==> src/rtl/core/pat_pkg.sv <==
// Shared types and constants for the peer access-control list table.
// Used by pat_front, pat_back and peer_acl_table_unit; depends on nothing.
package pat_pkg;

   localparam int DEF_MAX_GRANTS = 32;
   localparam int DEF_MAX_PEERS  = 8;

   localparam logic [2:0] PERM_READ    = 3'b001;
   localparam logic [2:0] PERM_CONTROL = 3'b010;

   // Command codes as carried on the input stream.
   typedef enum logic [1:0] {
      CMD_ADD     = 2'd0,
      CMD_REPLACE = 2'd1,
      CMD_ITEM    = 2'd2,
      CMD_AUTH    = 2'd3
   } cmd_type;

   // Finished-operation codes on the result stream.
   typedef enum logic [1:0] {
      OP_ADD     = 2'd0,
      OP_REPLACE = 2'd1,
      OP_AUTH    = 2'd2,
      OP_NONE    = 2'd3
   } op_type;

   // One classified input beat, as queued between front and back.
   typedef struct packed {
      cmd_type     kind;
      logic [2:0]  peer;
      logic [31:0] revision;
      logic [5:0]  count;
      logic [7:0]  rtype;
      logic [15:0] rid;
      logic [7:0]  perm;
      logic        bad;   // item: fails type/permission check; query: bad request bits
   } item_type;

   typedef enum logic [3:0] {
      ST_IDLE,
      ST_DUP_RD,
      ST_DUP_EV,
      ST_AUTH_RD,
      ST_AUTH_EV,
      ST_FIN,
      ST_ADD_RD,
      ST_ADD_WR,
      ST_SAME_RD,
      ST_SAME_EV,
      ST_CMP_RD,
      ST_CMP_EV,
      ST_APP_RD,
      ST_APP_WR,
      ST_EMIT
   } state_type;

endpackage

==> src/rtl/core/pat_front.sv <==
// Front end of the ACL table: accepts input beats, classifies them and
// holds them in a two-entry queue for the back end. Depends on pat_pkg.
module pat_front (
   input  logic              clock,
   input  logic              reset,
   input  logic [7:0]        channel_code,
   input  logic              in_valid,
   output logic              in_ready,
   input  pat_pkg::item_type in_item,
   output logic              q_valid,
   output pat_pkg::item_type q_item,
   input  logic              q_pop
);

   pat_pkg::item_type q_mem [2];
   pat_pkg::item_type cls_item;
   logic       wr_ptr_ff, wr_ptr_in;
   logic       rd_ptr_ff, rd_ptr_in;
   logic [1:0] fill_ff, fill_in;
   logic       push, pop;
   logic       perm_bad;

   assign in_ready = (fill_ff != 2'd2);
   assign q_valid  = (fill_ff != 2'd0);
   assign q_item   = q_mem[rd_ptr_ff];
   assign push     = in_valid && in_ready;
   assign pop      = q_pop && q_valid;

   // Grant items must carry the channel type and a nonzero subset of the
   // three permission bits; queries need a nonzero subset as well.
   always_comb begin
      perm_bad = (in_item.perm == 8'd0) || (in_item.perm[7:3] != 5'd0);
      cls_item = in_item;
      case (in_item.kind)
         pat_pkg::CMD_ITEM: cls_item.bad = perm_bad || (in_item.rtype != channel_code);
         pat_pkg::CMD_AUTH: cls_item.bad = perm_bad;
         default:           cls_item.bad = 1'b0;
      endcase
   end

   always_comb begin
      wr_ptr_in = push ? ~wr_ptr_ff : wr_ptr_ff;
      rd_ptr_in = pop ? ~rd_ptr_ff : rd_ptr_ff;
      fill_in   = fill_ff + 2'(push) - 2'(pop);
   end

   always_ff @(posedge clock) begin
      if (reset) begin
         wr_ptr_ff <= 1'b0;
         rd_ptr_ff <= 1'b0;
         fill_ff   <= 2'd0;
      end else begin
         wr_ptr_ff <= wr_ptr_in;
         rd_ptr_ff <= rd_ptr_in;
         fill_ff   <= fill_in;
      end
   end

   always_ff @(posedge clock) begin
      if (push) begin
         q_mem[wr_ptr_ff] <= cls_item;
      end
   end

endmodule

==> src/rtl/core/pat_back.sv <==
// Back end of the ACL table: sequencer that stages, checks and commits grant
// lists and answers queries over the grant and staging memories. Depends on pat_pkg.
module pat_back #(
   parameter int MAX_GRANTS = pat_pkg::DEF_MAX_GRANTS,
   parameter int MAX_PEERS  = pat_pkg::DEF_MAX_PEERS
) (
   input  logic              clock,
   input  logic              reset,
   input  logic              q_valid,
   input  pat_pkg::item_type q_item,
   output logic              q_pop,
   output logic              rsp_valid,
   input  logic              rsp_ready,
   output pat_pkg::op_type   rsp_op,
   output logic              rsp_ok,
   output logic [2:0]        rsp_slot
);

   localparam int GW = $clog2(MAX_GRANTS + 1);
   localparam int GA = (MAX_GRANTS > 1) ? $clog2(MAX_GRANTS) : 1;
   localparam int PA = (MAX_PEERS > 1) ? $clog2(MAX_PEERS) : 1;
   localparam int PT = $clog2(MAX_PEERS + 1);
   localparam int IW = (GW > 6) ? GW : 6;
   localparam int CW = IW + 1;
   localparam int SW = 27;
   localparam int EW = SW + PA;
   localparam int LW = 9;

   // Memories.
   logic [EW-1:0] gs_mem [MAX_GRANTS];
   logic [SW-1:0] st_mem [MAX_GRANTS];
   logic [EW-1:0] gs_q;
   logic [SW-1:0] st_q;
   logic          gs_we, st_we;
   logic [GA-1:0] gs_waddr, gs_raddr, st_waddr, st_raddr;
   logic [EW-1:0] gs_wdata;
   logic [SW-1:0] st_wdata;

   // Control and table state.
   pat_pkg::state_type state_ff, state_in;
   pat_pkg::item_type  cur_ff, cur_in;
   logic [GW-1:0]  total_ff, total_in;
   logic [PT-1:0]  peers_ff, peers_in;
   logic [MAX_PEERS-1:0] used_ff, used_in;
   logic [31:0]    rev_ff [MAX_PEERS];
   logic [GW-1:0]  pcnt_ff [MAX_PEERS];
   logic           meta_we;
   logic [PA-1:0]  meta_addr;
   logic [31:0]    meta_rev;
   logic [GW-1:0]  meta_cnt;
   logic           pact_ff, pact_in;
   logic           prep_ff, prep_in;
   logic [2:0]     ppeer_ff, ppeer_in;
   logic [31:0]    prev_ff, prev_in;
   logic [5:0]     pcount_ff, pcount_in;
   logic [5:0]     got_ff, got_in;
   logic           bad_ff, bad_in;
   logic [IW-1:0]  idx_ff, idx_in;
   logic [IW-1:0]  idx2_ff, idx2_in;
   logic           res_ok_ff, res_ok_in;
   logic [2:0]     res_slot_ff, res_slot_in;
   logic           rsp_valid_ff, rsp_valid_in;
   pat_pkg::op_type rsp_op_ff, rsp_op_in;
   logic           rsp_ok_ff, rsp_ok_in;
   logic [2:0]     rsp_slot_ff, rsp_slot_in;

   // Shared conditions.
   logic [PA-1:0] pp_addr;
   logic          live_cur, live_pend;
   logic          idx_lt_got, idx_lt_total, idx_lt_count, idx2_lt_total;
   logic          got_lt_max, last_item;
   logic          add_fail, rep_fail, rep_older, rep_equal, cnt_differs, new_overflow;
   logic [PA-1:0] gs_peer;
   logic [7:0]    gs_type, st_type;
   logic [15:0]   gs_id, st_id;
   logic [2:0]    gs_perm, st_perm;
   logic          gs_is_cur, gs_is_pend, auth_hit, auth_ok, same_entry;
   logic          out_free;

   assign pp_addr   = PA'(ppeer_ff);
   assign live_cur  = (LW'(cur_ff.peer) < LW'(peers_ff)) && (LW'(cur_ff.peer) < LW'(MAX_PEERS))
                      && used_ff[PA'(cur_ff.peer)];
   assign live_pend = (LW'(ppeer_ff) < LW'(peers_ff)) && (LW'(ppeer_ff) < LW'(MAX_PEERS))
                      && used_ff[pp_addr];

   assign idx_lt_got    = CW'(idx_ff) < CW'(got_ff);
   assign idx_lt_total  = CW'(idx_ff) < CW'(total_ff);
   assign idx_lt_count  = CW'(idx_ff) < CW'(pcount_ff);
   assign idx2_lt_total = CW'(idx2_ff) < CW'(total_ff);
   assign got_lt_max    = CW'(got_ff) < CW'(MAX_GRANTS);
   assign last_item     = (CW'(got_ff) + CW'(1)) >= CW'(pcount_ff);

   assign add_fail     = bad_ff || (LW'(peers_ff) >= LW'(MAX_PEERS))
                         || ((CW'(total_ff) + CW'(pcount_ff)) > CW'(MAX_GRANTS));
   assign rep_fail     = !live_pend || bad_ff;
   assign rep_older    = prev_ff < rev_ff[pp_addr];
   assign rep_equal    = prev_ff == rev_ff[pp_addr];
   assign cnt_differs  = CW'(pcnt_ff[pp_addr]) != CW'(pcount_ff);
   assign new_overflow = (CW'(total_ff) - CW'(pcnt_ff[pp_addr]) + CW'(pcount_ff))
                         > CW'(MAX_GRANTS);

   assign {gs_peer, gs_type, gs_id, gs_perm} = gs_q;
   assign {st_type, st_id, st_perm}          = st_q;
   assign gs_is_cur  = LW'(gs_peer) == LW'(cur_ff.peer);
   assign gs_is_pend = LW'(gs_peer) == LW'(ppeer_ff);
   assign auth_hit   = gs_is_cur && (gs_type == cur_ff.rtype) && (gs_id == cur_ff.rid);
   assign auth_ok    = (cur_ff.perm[2:0] == pat_pkg::PERM_READ)
                       ? ((gs_perm & (pat_pkg::PERM_READ | pat_pkg::PERM_CONTROL)) != 3'd0)
                       : ((gs_perm & cur_ff.perm[2:0]) == cur_ff.perm[2:0]);
   assign same_entry = (gs_type == st_type) && (gs_id == st_id) && (gs_perm == st_perm);
   assign out_free   = !rsp_valid_ff || rsp_ready;

   assign q_pop     = (state_ff == pat_pkg::ST_IDLE);
   assign rsp_valid = rsp_valid_ff;
   assign rsp_op    = rsp_op_ff;
   assign rsp_ok    = rsp_ok_ff;
   assign rsp_slot  = rsp_slot_ff;

   // Next state.
   always_comb begin
      state_in = state_ff;
      unique case (state_ff)
         pat_pkg::ST_IDLE: begin
            if (q_valid) begin
               case (q_item.kind)
                  pat_pkg::CMD_ADD, pat_pkg::CMD_REPLACE:
                     state_in = (q_item.count == 6'd0) ? pat_pkg::ST_FIN : pat_pkg::ST_IDLE;
                  pat_pkg::CMD_ITEM: begin
                     if (!pact_ff) state_in = pat_pkg::ST_IDLE;
                     else if (got_lt_max) state_in = pat_pkg::ST_DUP_RD;
                     else if (last_item) state_in = pat_pkg::ST_FIN;
                  end
                  default: state_in = pat_pkg::ST_AUTH_RD;
               endcase
            end
         end
         pat_pkg::ST_DUP_RD: begin
            if (idx_lt_got) state_in = pat_pkg::ST_DUP_EV;
            else state_in = last_item ? pat_pkg::ST_FIN : pat_pkg::ST_IDLE;
         end
         pat_pkg::ST_DUP_EV: state_in = pat_pkg::ST_DUP_RD;
         pat_pkg::ST_AUTH_RD: begin
            if (cur_ff.bad || !live_cur || !idx_lt_total) state_in = pat_pkg::ST_EMIT;
            else state_in = pat_pkg::ST_AUTH_EV;
         end
         pat_pkg::ST_AUTH_EV: state_in = auth_hit ? pat_pkg::ST_EMIT : pat_pkg::ST_AUTH_RD;
         pat_pkg::ST_FIN: begin
            if (!prep_ff) state_in = add_fail ? pat_pkg::ST_EMIT : pat_pkg::ST_ADD_RD;
            else if (rep_fail || rep_older) state_in = pat_pkg::ST_EMIT;
            else if (rep_equal) state_in = cnt_differs ? pat_pkg::ST_EMIT : pat_pkg::ST_SAME_RD;
            else state_in = new_overflow ? pat_pkg::ST_EMIT : pat_pkg::ST_CMP_RD;
         end
         pat_pkg::ST_ADD_RD: state_in = idx_lt_count ? pat_pkg::ST_ADD_WR : pat_pkg::ST_EMIT;
         pat_pkg::ST_ADD_WR: state_in = pat_pkg::ST_ADD_RD;
         pat_pkg::ST_SAME_RD: begin
            if (!idx_lt_count || !idx2_lt_total) state_in = pat_pkg::ST_EMIT;
            else state_in = pat_pkg::ST_SAME_EV;
         end
         pat_pkg::ST_SAME_EV: begin
            if (gs_is_pend && !same_entry) state_in = pat_pkg::ST_EMIT;
            else state_in = pat_pkg::ST_SAME_RD;
         end
         pat_pkg::ST_CMP_RD: state_in = idx_lt_total ? pat_pkg::ST_CMP_EV : pat_pkg::ST_APP_RD;
         pat_pkg::ST_CMP_EV: state_in = pat_pkg::ST_CMP_RD;
         pat_pkg::ST_APP_RD: state_in = idx_lt_count ? pat_pkg::ST_APP_WR : pat_pkg::ST_EMIT;
         pat_pkg::ST_APP_WR: state_in = pat_pkg::ST_APP_RD;
         pat_pkg::ST_EMIT:   state_in = out_free ? pat_pkg::ST_IDLE : pat_pkg::ST_EMIT;
         default:            state_in = pat_pkg::ST_IDLE;
      endcase
   end

   // Datapath, memory controls and results.
   always_comb begin
      cur_in      = cur_ff;
      total_in    = total_ff;
      peers_in    = peers_ff;
      used_in     = used_ff;
      meta_we     = 1'b0;
      meta_addr   = pp_addr;
      meta_rev    = prev_ff;
      meta_cnt    = GW'(pcount_ff);
      pact_in     = pact_ff;
      prep_in     = prep_ff;
      ppeer_in    = ppeer_ff;
      prev_in     = prev_ff;
      pcount_in   = pcount_ff;
      got_in      = got_ff;
      bad_in      = bad_ff;
      idx_in      = idx_ff;
      idx2_in     = idx2_ff;
      res_ok_in   = res_ok_ff;
      res_slot_in = res_slot_ff;
      gs_we       = 1'b0;
      gs_waddr    = GA'(idx2_ff);
      gs_wdata    = {PA'(ppeer_ff), st_q};
      gs_raddr    = GA'(idx_ff);
      st_we       = 1'b0;
      st_waddr    = GA'(got_ff);
      st_wdata    = {cur_ff.rtype, cur_ff.rid, cur_ff.perm[2:0]};
      st_raddr    = GA'(idx_ff);
      rsp_valid_in = rsp_valid_ff && !rsp_ready;
      rsp_op_in   = rsp_op_ff;
      rsp_ok_in   = rsp_ok_ff;
      rsp_slot_in = rsp_slot_ff;

      unique case (state_ff)
         pat_pkg::ST_IDLE: begin
            res_ok_in   = 1'b0;
            res_slot_in = 3'd0;
            idx_in      = '0;
            idx2_in     = '0;
            if (q_valid) begin
               cur_in = q_item;
               case (q_item.kind)
                  pat_pkg::CMD_ADD, pat_pkg::CMD_REPLACE: begin
                     pact_in   = 1'b1;
                     prep_in   = (q_item.kind == pat_pkg::CMD_REPLACE);
                     ppeer_in  = q_item.peer;
                     prev_in   = q_item.revision;
                     pcount_in = q_item.count;
                     got_in    = 6'd0;
                     bad_in    = CW'(q_item.count) > CW'(MAX_GRANTS);
                  end
                  pat_pkg::CMD_ITEM: begin
                     if (pact_ff) begin
                        bad_in = bad_ff || q_item.bad;
                        if (!got_lt_max) got_in = got_ff + 6'd1;
                     end
                  end
                  default: ;
               endcase
            end
         end
         pat_pkg::ST_DUP_RD: begin
            if (!idx_lt_got) begin
               st_we  = 1'b1;
               got_in = got_ff + 6'd1;
            end
         end
         pat_pkg::ST_DUP_EV: begin
            if ((st_type == cur_ff.rtype) && (st_id == cur_ff.rid)) bad_in = 1'b1;
            idx_in = idx_ff + IW'(1);
         end
         pat_pkg::ST_AUTH_RD: ;
         pat_pkg::ST_AUTH_EV: begin
            if (auth_hit) res_ok_in = auth_ok;
            idx_in = idx_ff + IW'(1);
         end
         pat_pkg::ST_FIN: begin
            // The duplicate walk leaves the index at the count staged before the last item.
            pact_in = 1'b0;
            bad_in  = 1'b0;
            idx_in  = '0;
            if (!prep_ff && !add_fail) begin
               used_in[PA'(peers_ff)] = 1'b1;
               meta_we   = 1'b1;
               meta_addr = PA'(peers_ff);
            end
         end
         pat_pkg::ST_ADD_RD: begin
            if (!idx_lt_count) begin
               total_in    = total_ff + GW'(pcount_ff);
               peers_in    = peers_ff + PT'(1);
               res_ok_in   = 1'b1;
               res_slot_in = 3'(peers_ff);
            end
         end
         pat_pkg::ST_ADD_WR: begin
            gs_we    = 1'b1;
            gs_waddr = GA'(total_ff) + GA'(idx_ff);
            gs_wdata = {PA'(peers_ff), st_q};
            idx_in   = idx_ff + IW'(1);
         end
         pat_pkg::ST_SAME_RD: begin
            gs_raddr = GA'(idx2_ff);
            if (!idx_lt_count) res_ok_in = 1'b1;
         end
         pat_pkg::ST_SAME_EV: begin
            idx2_in = idx2_ff + IW'(1);
            if (gs_is_pend) idx_in = idx_ff + IW'(1);
         end
         pat_pkg::ST_CMP_RD: begin
            if (!idx_lt_total) idx_in = '0;
         end
         pat_pkg::ST_CMP_EV: begin
            if (!gs_is_pend) begin
               gs_we    = 1'b1;
               gs_wdata = gs_q;
               idx2_in  = idx2_ff + IW'(1);
            end
            idx_in = idx_ff + IW'(1);
         end
         pat_pkg::ST_APP_RD: begin
            if (!idx_lt_count) begin
               total_in  = GW'(idx2_ff);
               meta_we   = 1'b1;
               res_ok_in = 1'b1;
            end
         end
         pat_pkg::ST_APP_WR: begin
            gs_we   = 1'b1;
            idx_in  = idx_ff + IW'(1);
            idx2_in = idx2_ff + IW'(1);
         end
         pat_pkg::ST_EMIT: begin
            if (out_free) begin
               rsp_valid_in = 1'b1;
               rsp_ok_in    = res_ok_ff;
               rsp_slot_in  = res_slot_ff;
               if (cur_ff.kind == pat_pkg::CMD_AUTH) rsp_op_in = pat_pkg::OP_AUTH;
               else if (prep_ff) rsp_op_in = pat_pkg::OP_REPLACE;
               else rsp_op_in = pat_pkg::OP_ADD;
            end
         end
         default: ;
      endcase
   end

   always_ff @(posedge clock) begin
      if (reset) begin
         state_ff     <= pat_pkg::ST_IDLE;
         total_ff     <= '0;
         peers_ff     <= '0;
         used_ff      <= '0;
         pact_ff      <= 1'b0;
         bad_ff       <= 1'b0;
         rsp_valid_ff <= 1'b0;
      end else begin
         state_ff     <= state_in;
         total_ff     <= total_in;
         peers_ff     <= peers_in;
         used_ff      <= used_in;
         pact_ff      <= pact_in;
         bad_ff       <= bad_in;
         rsp_valid_ff <= rsp_valid_in;
      end
   end

   always_ff @(posedge clock) begin
      cur_ff      <= cur_in;
      prep_ff     <= prep_in;
      ppeer_ff    <= ppeer_in;
      prev_ff     <= prev_in;
      pcount_ff   <= pcount_in;
      got_ff      <= got_in;
      idx_ff      <= idx_in;
      idx2_ff     <= idx2_in;
      res_ok_ff   <= res_ok_in;
      res_slot_ff <= res_slot_in;
      rsp_op_ff   <= rsp_op_in;
      rsp_ok_ff   <= rsp_ok_in;
      rsp_slot_ff <= rsp_slot_in;
      if (meta_we) begin
         rev_ff[meta_addr]  <= meta_rev;
         pcnt_ff[meta_addr] <= meta_cnt;
      end
   end

   always_ff @(posedge clock) begin
      if (gs_we) gs_mem[gs_waddr] <= gs_wdata;
      gs_q <= gs_mem[gs_raddr];
   end

   always_ff @(posedge clock) begin
      if (st_we) st_mem[st_waddr] <= st_wdata;
      st_q <= st_mem[st_raddr];
   end

endmodule

==> src/rtl/core/peer_acl_table_unit.sv <==
// Top level of the peer access-control list table.
// Instantiates pat_front and pat_back; depends on pat_pkg.
//
// This block keeps one shared list of grants (peer, resource type, resource id,
// permission bits) for up to MAX_PEERS peers and MAX_GRANTS grants. An add or
// replace header beat is followed by its grant item beats; the items are staged,
// checked, and committed or rejected as a whole after the last one, which then
// produces a single result beat. An authorize beat produces one result beat
// telling whether the peer's first matching grant allows the request. A header
// with a zero count completes at once. The front end accepts and classifies
// beats into a two-entry queue, so up to two beats are taken in while the back
// end works or a result waits on the output register. Work per beat is set by
// the grant and staging memories, whose reads are registered and whose writes
// use a separate address: the back end reads and then evaluates each stored
// entry it walks, in separate states. A header is taken at once; a grant item
// walks the items already staged; an authorize walks up to T stored grants;
// committing an add or a replace of n items walks the n staged items and, for
// a replace, up to all T stored grants; the emit state hands the result over.
// Write the channel type register only while the block is idle.
module peer_acl_table_unit #(
   parameter int MAX_GRANTS = pat_pkg::DEF_MAX_GRANTS,
   parameter int MAX_PEERS  = pat_pkg::DEF_MAX_PEERS
) (
   input  logic        clock,
   input  logic        reset,
   // Configuration: channel type code that every grant must carry.
   input  logic        csr_we,
   input  logic [7:0]  csr_wdata,
   // Input stream.
   input  logic        req_tvalid,
   output logic        req_tready,
   // tdata from bit 0: peer_index[2:0], revision[34:3], entry_count[40:35],
   // resource_type[48:41], resource_id[64:49], perm_bits[72:65], zero fill.
   input  logic [79:0] req_tdata,
   // tuser: cmd[1:0].
   input  logic [1:0]  req_tuser,
   // Result stream.
   output logic        rsp_tvalid,
   input  logic        rsp_tready,
   // tdata from bit 0: ok[0], assigned_peer[3:1], zero fill.
   output logic [7:0]  rsp_tdata,
   // tuser: op_done[1:0].
   output logic [1:0]  rsp_tuser
);

   logic [7:0] channel_code_ff, channel_code_in;
   pat_pkg::item_type in_item, q_item;
   logic            q_valid, q_pop;
   pat_pkg::op_type rsp_op;
   logic            rsp_ok;
   logic [2:0]      rsp_slot;

   // The channel type register takes effect for items classified afterward.
   assign channel_code_in = csr_we ? csr_wdata : channel_code_ff;

   always_ff @(posedge clock) begin
      if (reset) begin
         channel_code_ff <= 8'd0;
      end else begin
         channel_code_ff <= channel_code_in;
      end
   end

   // Unpack the beat; the classification flag is filled in by the front end.
   always_comb begin
      in_item.kind     = pat_pkg::cmd_type'(req_tuser);
      in_item.peer     = req_tdata[2:0];
      in_item.revision = req_tdata[34:3];
      in_item.count    = req_tdata[40:35];
      in_item.rtype    = req_tdata[48:41];
      in_item.rid      = req_tdata[64:49];
      in_item.perm     = req_tdata[72:65];
      in_item.bad      = 1'b0;
   end

   pat_front u_front (
      .clock        (clock),
      .reset        (reset),
      .channel_code (channel_code_ff),
      .in_valid     (req_tvalid),
      .in_ready     (req_tready),
      .in_item      (in_item),
      .q_valid      (q_valid),
      .q_item       (q_item),
      .q_pop        (q_pop)
   );

   pat_back #(
      .MAX_GRANTS (MAX_GRANTS),
      .MAX_PEERS  (MAX_PEERS)
   ) u_back (
      .clock     (clock),
      .reset     (reset),
      .q_valid   (q_valid),
      .q_item    (q_item),
      .q_pop     (q_pop),
      .rsp_valid (rsp_tvalid),
      .rsp_ready (rsp_tready),
      .rsp_op    (rsp_op),
      .rsp_ok    (rsp_ok),
      .rsp_slot  (rsp_slot)
   );

   assign rsp_tdata = {4'd0, rsp_slot, rsp_ok};
   assign rsp_tuser = rsp_op;

endmodule

==> config.mk <==
export PLATFORM = sky130hd
export DESIGN_NAME = peer_acl_table_unit
export DESIGN_NICKNAME = d
export VERILOG_FILES = /design/src/rtl/core/pat_pkg.sv /design/src/rtl/core/pat_front.sv /design/src/rtl/core/pat_back.sv /design/src/rtl/core/peer_acl_table_unit.sv
export SDC_FILE = /design/constraint.sdc
export NUM_CORES = 2
export LEC_CHECK = 0
export ABC_AREA = 1
export BUFFER_PORTS_ARGS = -buffer_cell sky130_fd_sc_hd__buf_2
export CAP_MARGIN = 10
export CORE_UTILIZATION = 40
export DETAILED_ROUTE_END_ITERATION = 8
export PLACE_DENSITY = 0.59
export SLEW_MARGIN = 20
export SYNTH_ARGS = -nofsm -noshare
export SYNTH_HDL_FRONTEND = slang
export SYNTH_HIERARCHICAL = 1
export SYNTH_SLANG_ARGS = --single-unit
==> constraint.sdc <==
create_clock -name clock -period 7.05 [get_ports clock]
set_input_delay 0.705 -clock clock [delete_from_list [all_inputs] [get_ports clock]]
set_output_delay 0.705 -clock clock [all_outputs]
set_load 0.05 [all_outputs]
==> summary.txt <==
Status
  • Outcome: complete, no violations

Setup path
  • Critical-path maximum fanout: 25
  • Setup CP Type: reg -> reg
  • Type of element launching the critical path: register
  • Arr. time, crit path: roughly 5.6 ns
  • Critical path data required time: between 7 and 8 ns
  • CP Capture Type: register

Floorplanning
  • Die Area: approximately 250000 sq um
  • Width of the die: between 500 and 600 um
  • Starting Density: 0.402
  • Area of the core: ~250000 sq um
  • Io pins: ~110
  • Die Y: 502 um
  • Row Count: between 150 and 200

Global route
  • GRT Total Usage: 0.204
  • GRT overflow: 0
  • Vias in the first global route: between 50000 and 60000
  • Initial antenna violation count: 7
  • Global-route wire length before repair: just under 400 mm
  • Largest net degree at the start of global routing: approximately 220

Clock tree
  • Total CTS buffers: 240
  • CTS H-tree depth: 4
  • Post-CTS resize count: 0
  • CTS clk-pin slew, worst paths: 0.06 ns
  • Clk_lat worst skew: roughly 0.90 ns
  • Clock Sinks: between 2000 and 2500
  • CTS Buffer Depth: 3
  • Clock Tree Root: clkbuf_16
  • TritonCTS clock tree: yes

Route
  • Drc violations: 0
  • Mean routed wirelength per cell: between 20 and 25 um
  • Vias/cell: around 5.5
  • Drt pass-1 iters: 6
  • Post-DRT Antenna Nets: 0
  • Initial detailed-routing violation count: between 6000 and 7000
  • Total Wirelength: ~260 mm
  • Vias: 62200

Cells and area
  • Share of cells above drive strength 1: 0.125
  • Finished Core Util: 0.456
  • Final Instance Area: 113000 sq um
  • Finished Layout Cells: between 10000 and 15000
  • NumNets Final: 7865
  • Fillers: around 22000
  • Synthesis-to-layout area growth: 13.4%

Place
  • Inst Count DP: between 10000 and 15000
  • Input/output buffers: 95
  • Dpl cell area: approximately 100000 sq um
  • Hpwl dp: between 100 and 150 mm
  • Routability Congestion: 0.828

STA
  • Crit path time final: 5.03 ns
  • Setup Skew: roughly 0.052 ns
  • RSZ-0062 raised after global routing: false
  • Slew margin rel.: 0.206
  • Final setup viols: 0
  • Slew of the pin with the lowest slew margin: 1.19 ns
  • Maximum clock rate: ~200 MHz
  • Fin Hold WS: between 0.07 and 0.08 ns
  • Max Slew Vio Count: 0
  • Fin Setup TNS: 0 ns
  • Fin crit share: 0.713
  • Hold Fails Final Rpt: 0

Min path
  • Hold WC Path Type: in -> reg

Logic synthesis
  • Cells after synthesis: between 7000 and 8000
  • Netlist Area Pre-Place: about 100000 sq um
  • Mapped Avg Cell Area: 13.2 sq um
  • Ys Warns: 6

Power and ir drop
  • Cell Pwr Density: between 300 and 400 nW/um^2
  • Leakage power: around 37 nW
  • Worst VDD drop: ~290 uV

Run
  • Max Cap Violations: 0
-- per-stage QoR --
| stage | total power [W] | worst slack [ns] |
|---|---|---|
| after global routing | 0.0456 | 1.80 |
| after global placement | 0.0307 | 2.17 |
| after CTS | 0.0437 | 2.05 |
| after detailed placement | 0.0310 | 2.09 |
| final | 0.0435 | 2.02 |
| after floorplan | 0.0268 | 2.62 |
-- cell type report --
class	instances	area, sq um	area share
clock buffers	309	6430	0.0568
well taps	3330	4170	0.0368
repair buffers	334	2640	0.0233
inverters	222	868	0.00767
diodes	4	10.0	0.0000884
clock inverters	147	1420	0.0125
flip-flops and latches	2471	73200	0.647
multi-input cells	4403	24500	0.216
-- routing by layer --
metal | up-vias | part of all wire | track usage
met3 | 341 | 0.071 | 0.0295
met2 | 2279 | 0.47 | 0.332
li1 | 28200 | - | -
met5 | - | 0 | 0
met1 | 31400 | 0.43 | 0.288
met4 | 0 | 0.020 | 0.0493
-- worst max-delay path, cell delays in order (launching register included) --
cell,delay (ns)
edfxtp_1,0.64
ha_1,0.30
inv_1,0.07
fa_1,0.40
o21ai_0,0.30
xnor2_1,0.19
nand3_1,0.10
nand2_1,0.10
nand3_1,0.41
o21ai_0,0.38
nand3_1,0.42
nor2_4,0.95
buf_4,0.43
-- report_power, final --
group | switching, W | internal [W] | leakage, nW
sequential | 0.000730 | 0.0186 | 22.2
combinational | 0.00827 | 0.00324 | 11.2
clock | 0.00553 | 0.00720 | 3.84
total | 0.0145 | 0.0290 | 37.3
-- flip-flops by register name, summed over array words and instances (netlist names), 6 cells and up, named ones only --
signal and cells:
u_back/meta_cnt 6, u_back/total_ff 6, u_back/pcnt_ff 48, u_back/used_ff 8
u_back/st_mem 864, u_back/meta_rev 32, u_back/rev_ff 256, u_back/idx_ff 6
u_front/q_mem 142, u_back/idx2_ff 6, u_back/gs_q 30, channel_code_ff 8
u_back/cur_ff 33, u_back/st_q 27, u_back/gs_mem 960, u_back/got_ff 6
-- cells in the final DEF, fill, tap and decap left out, types with 10 or more instances in the layout --
| cell type | n |
|---|---|
| dfxtp_1 | 94 |
| dlygate4sd3_1 | 65 |
| bufinv_16 | 21 |
| o21bai_1 | 45 |
| o221ai_1 | 111 |
| o21ai_4 | 10 |
| nor2_4 | 76 |
| a31oi_1 | 48 |
| clkinv_2 | 48 |
| or2_2 | 157 |
| clkinv_1 | 55 |
| buf_4 | 160 |
| xnor2_1 | 74 |
| clkbuf_16 | 241 |
| o22ai_1 | 168 |
| o21ai_1 | 43 |
| ha_1 | 90 |
| a21oi_1 | 202 |
| mux2_4 | 40 |
| nand2_1 | 746 |
| mux2_2 | 46 |
| nand3_1 | 236 |
| clkbuf_1 | 54 |
| a211oi_1 | 12 |
| edfxtp_1 | 2373 |
| nor3_1 | 28 |
| o21ai_0 | 900 |
| buf_2 | 95 |
| clkbuf_8 | 14 |
| nor2_1 | 924 |
| o211ai_1 | 348 |
| buf_12 | 10 |
| xor2_1 | 19 |
| inv_1 | 204 |
| nand4_1 | 15 |
-- final timing paths --
path / from / to / slack, ns / cells after the start
worst max-delay path: u_back/meta_cnt[0]$_DFFE_PP_ / u_back/rev_ff[1][15]$_DFFE_PP_ / 2.02 / 12
worst min-delay path: req_tdata[42] / u_front/q_mem[0][26]$_DFFE_PP_ / 0.07 / 1
worst max register to register: u_back/meta_cnt[0]$_DFFE_PP_ / u_back/rev_ff[1][15]$_DFFE_PP_ / 2.02 / 12
worst min register to register: u_back/res_slot_ff[0]$_SDFFCE_PN0P_ / u_back/rsp_slot[0]$_DFFE_PP_ / 0.42 / 0
-- what timing repair did --
| item | 4_1_cts | 5_1_grt |
|---|---|---|
| endpoints found under the setup margin | 0 | 0 |
| endpoints found under the hold margin | 130 | 0 |
| hold buffers | 65 | 0 |
| setup buffers | 0 | 0 |
Note: power is estimated with default switching activity, not from simulation.
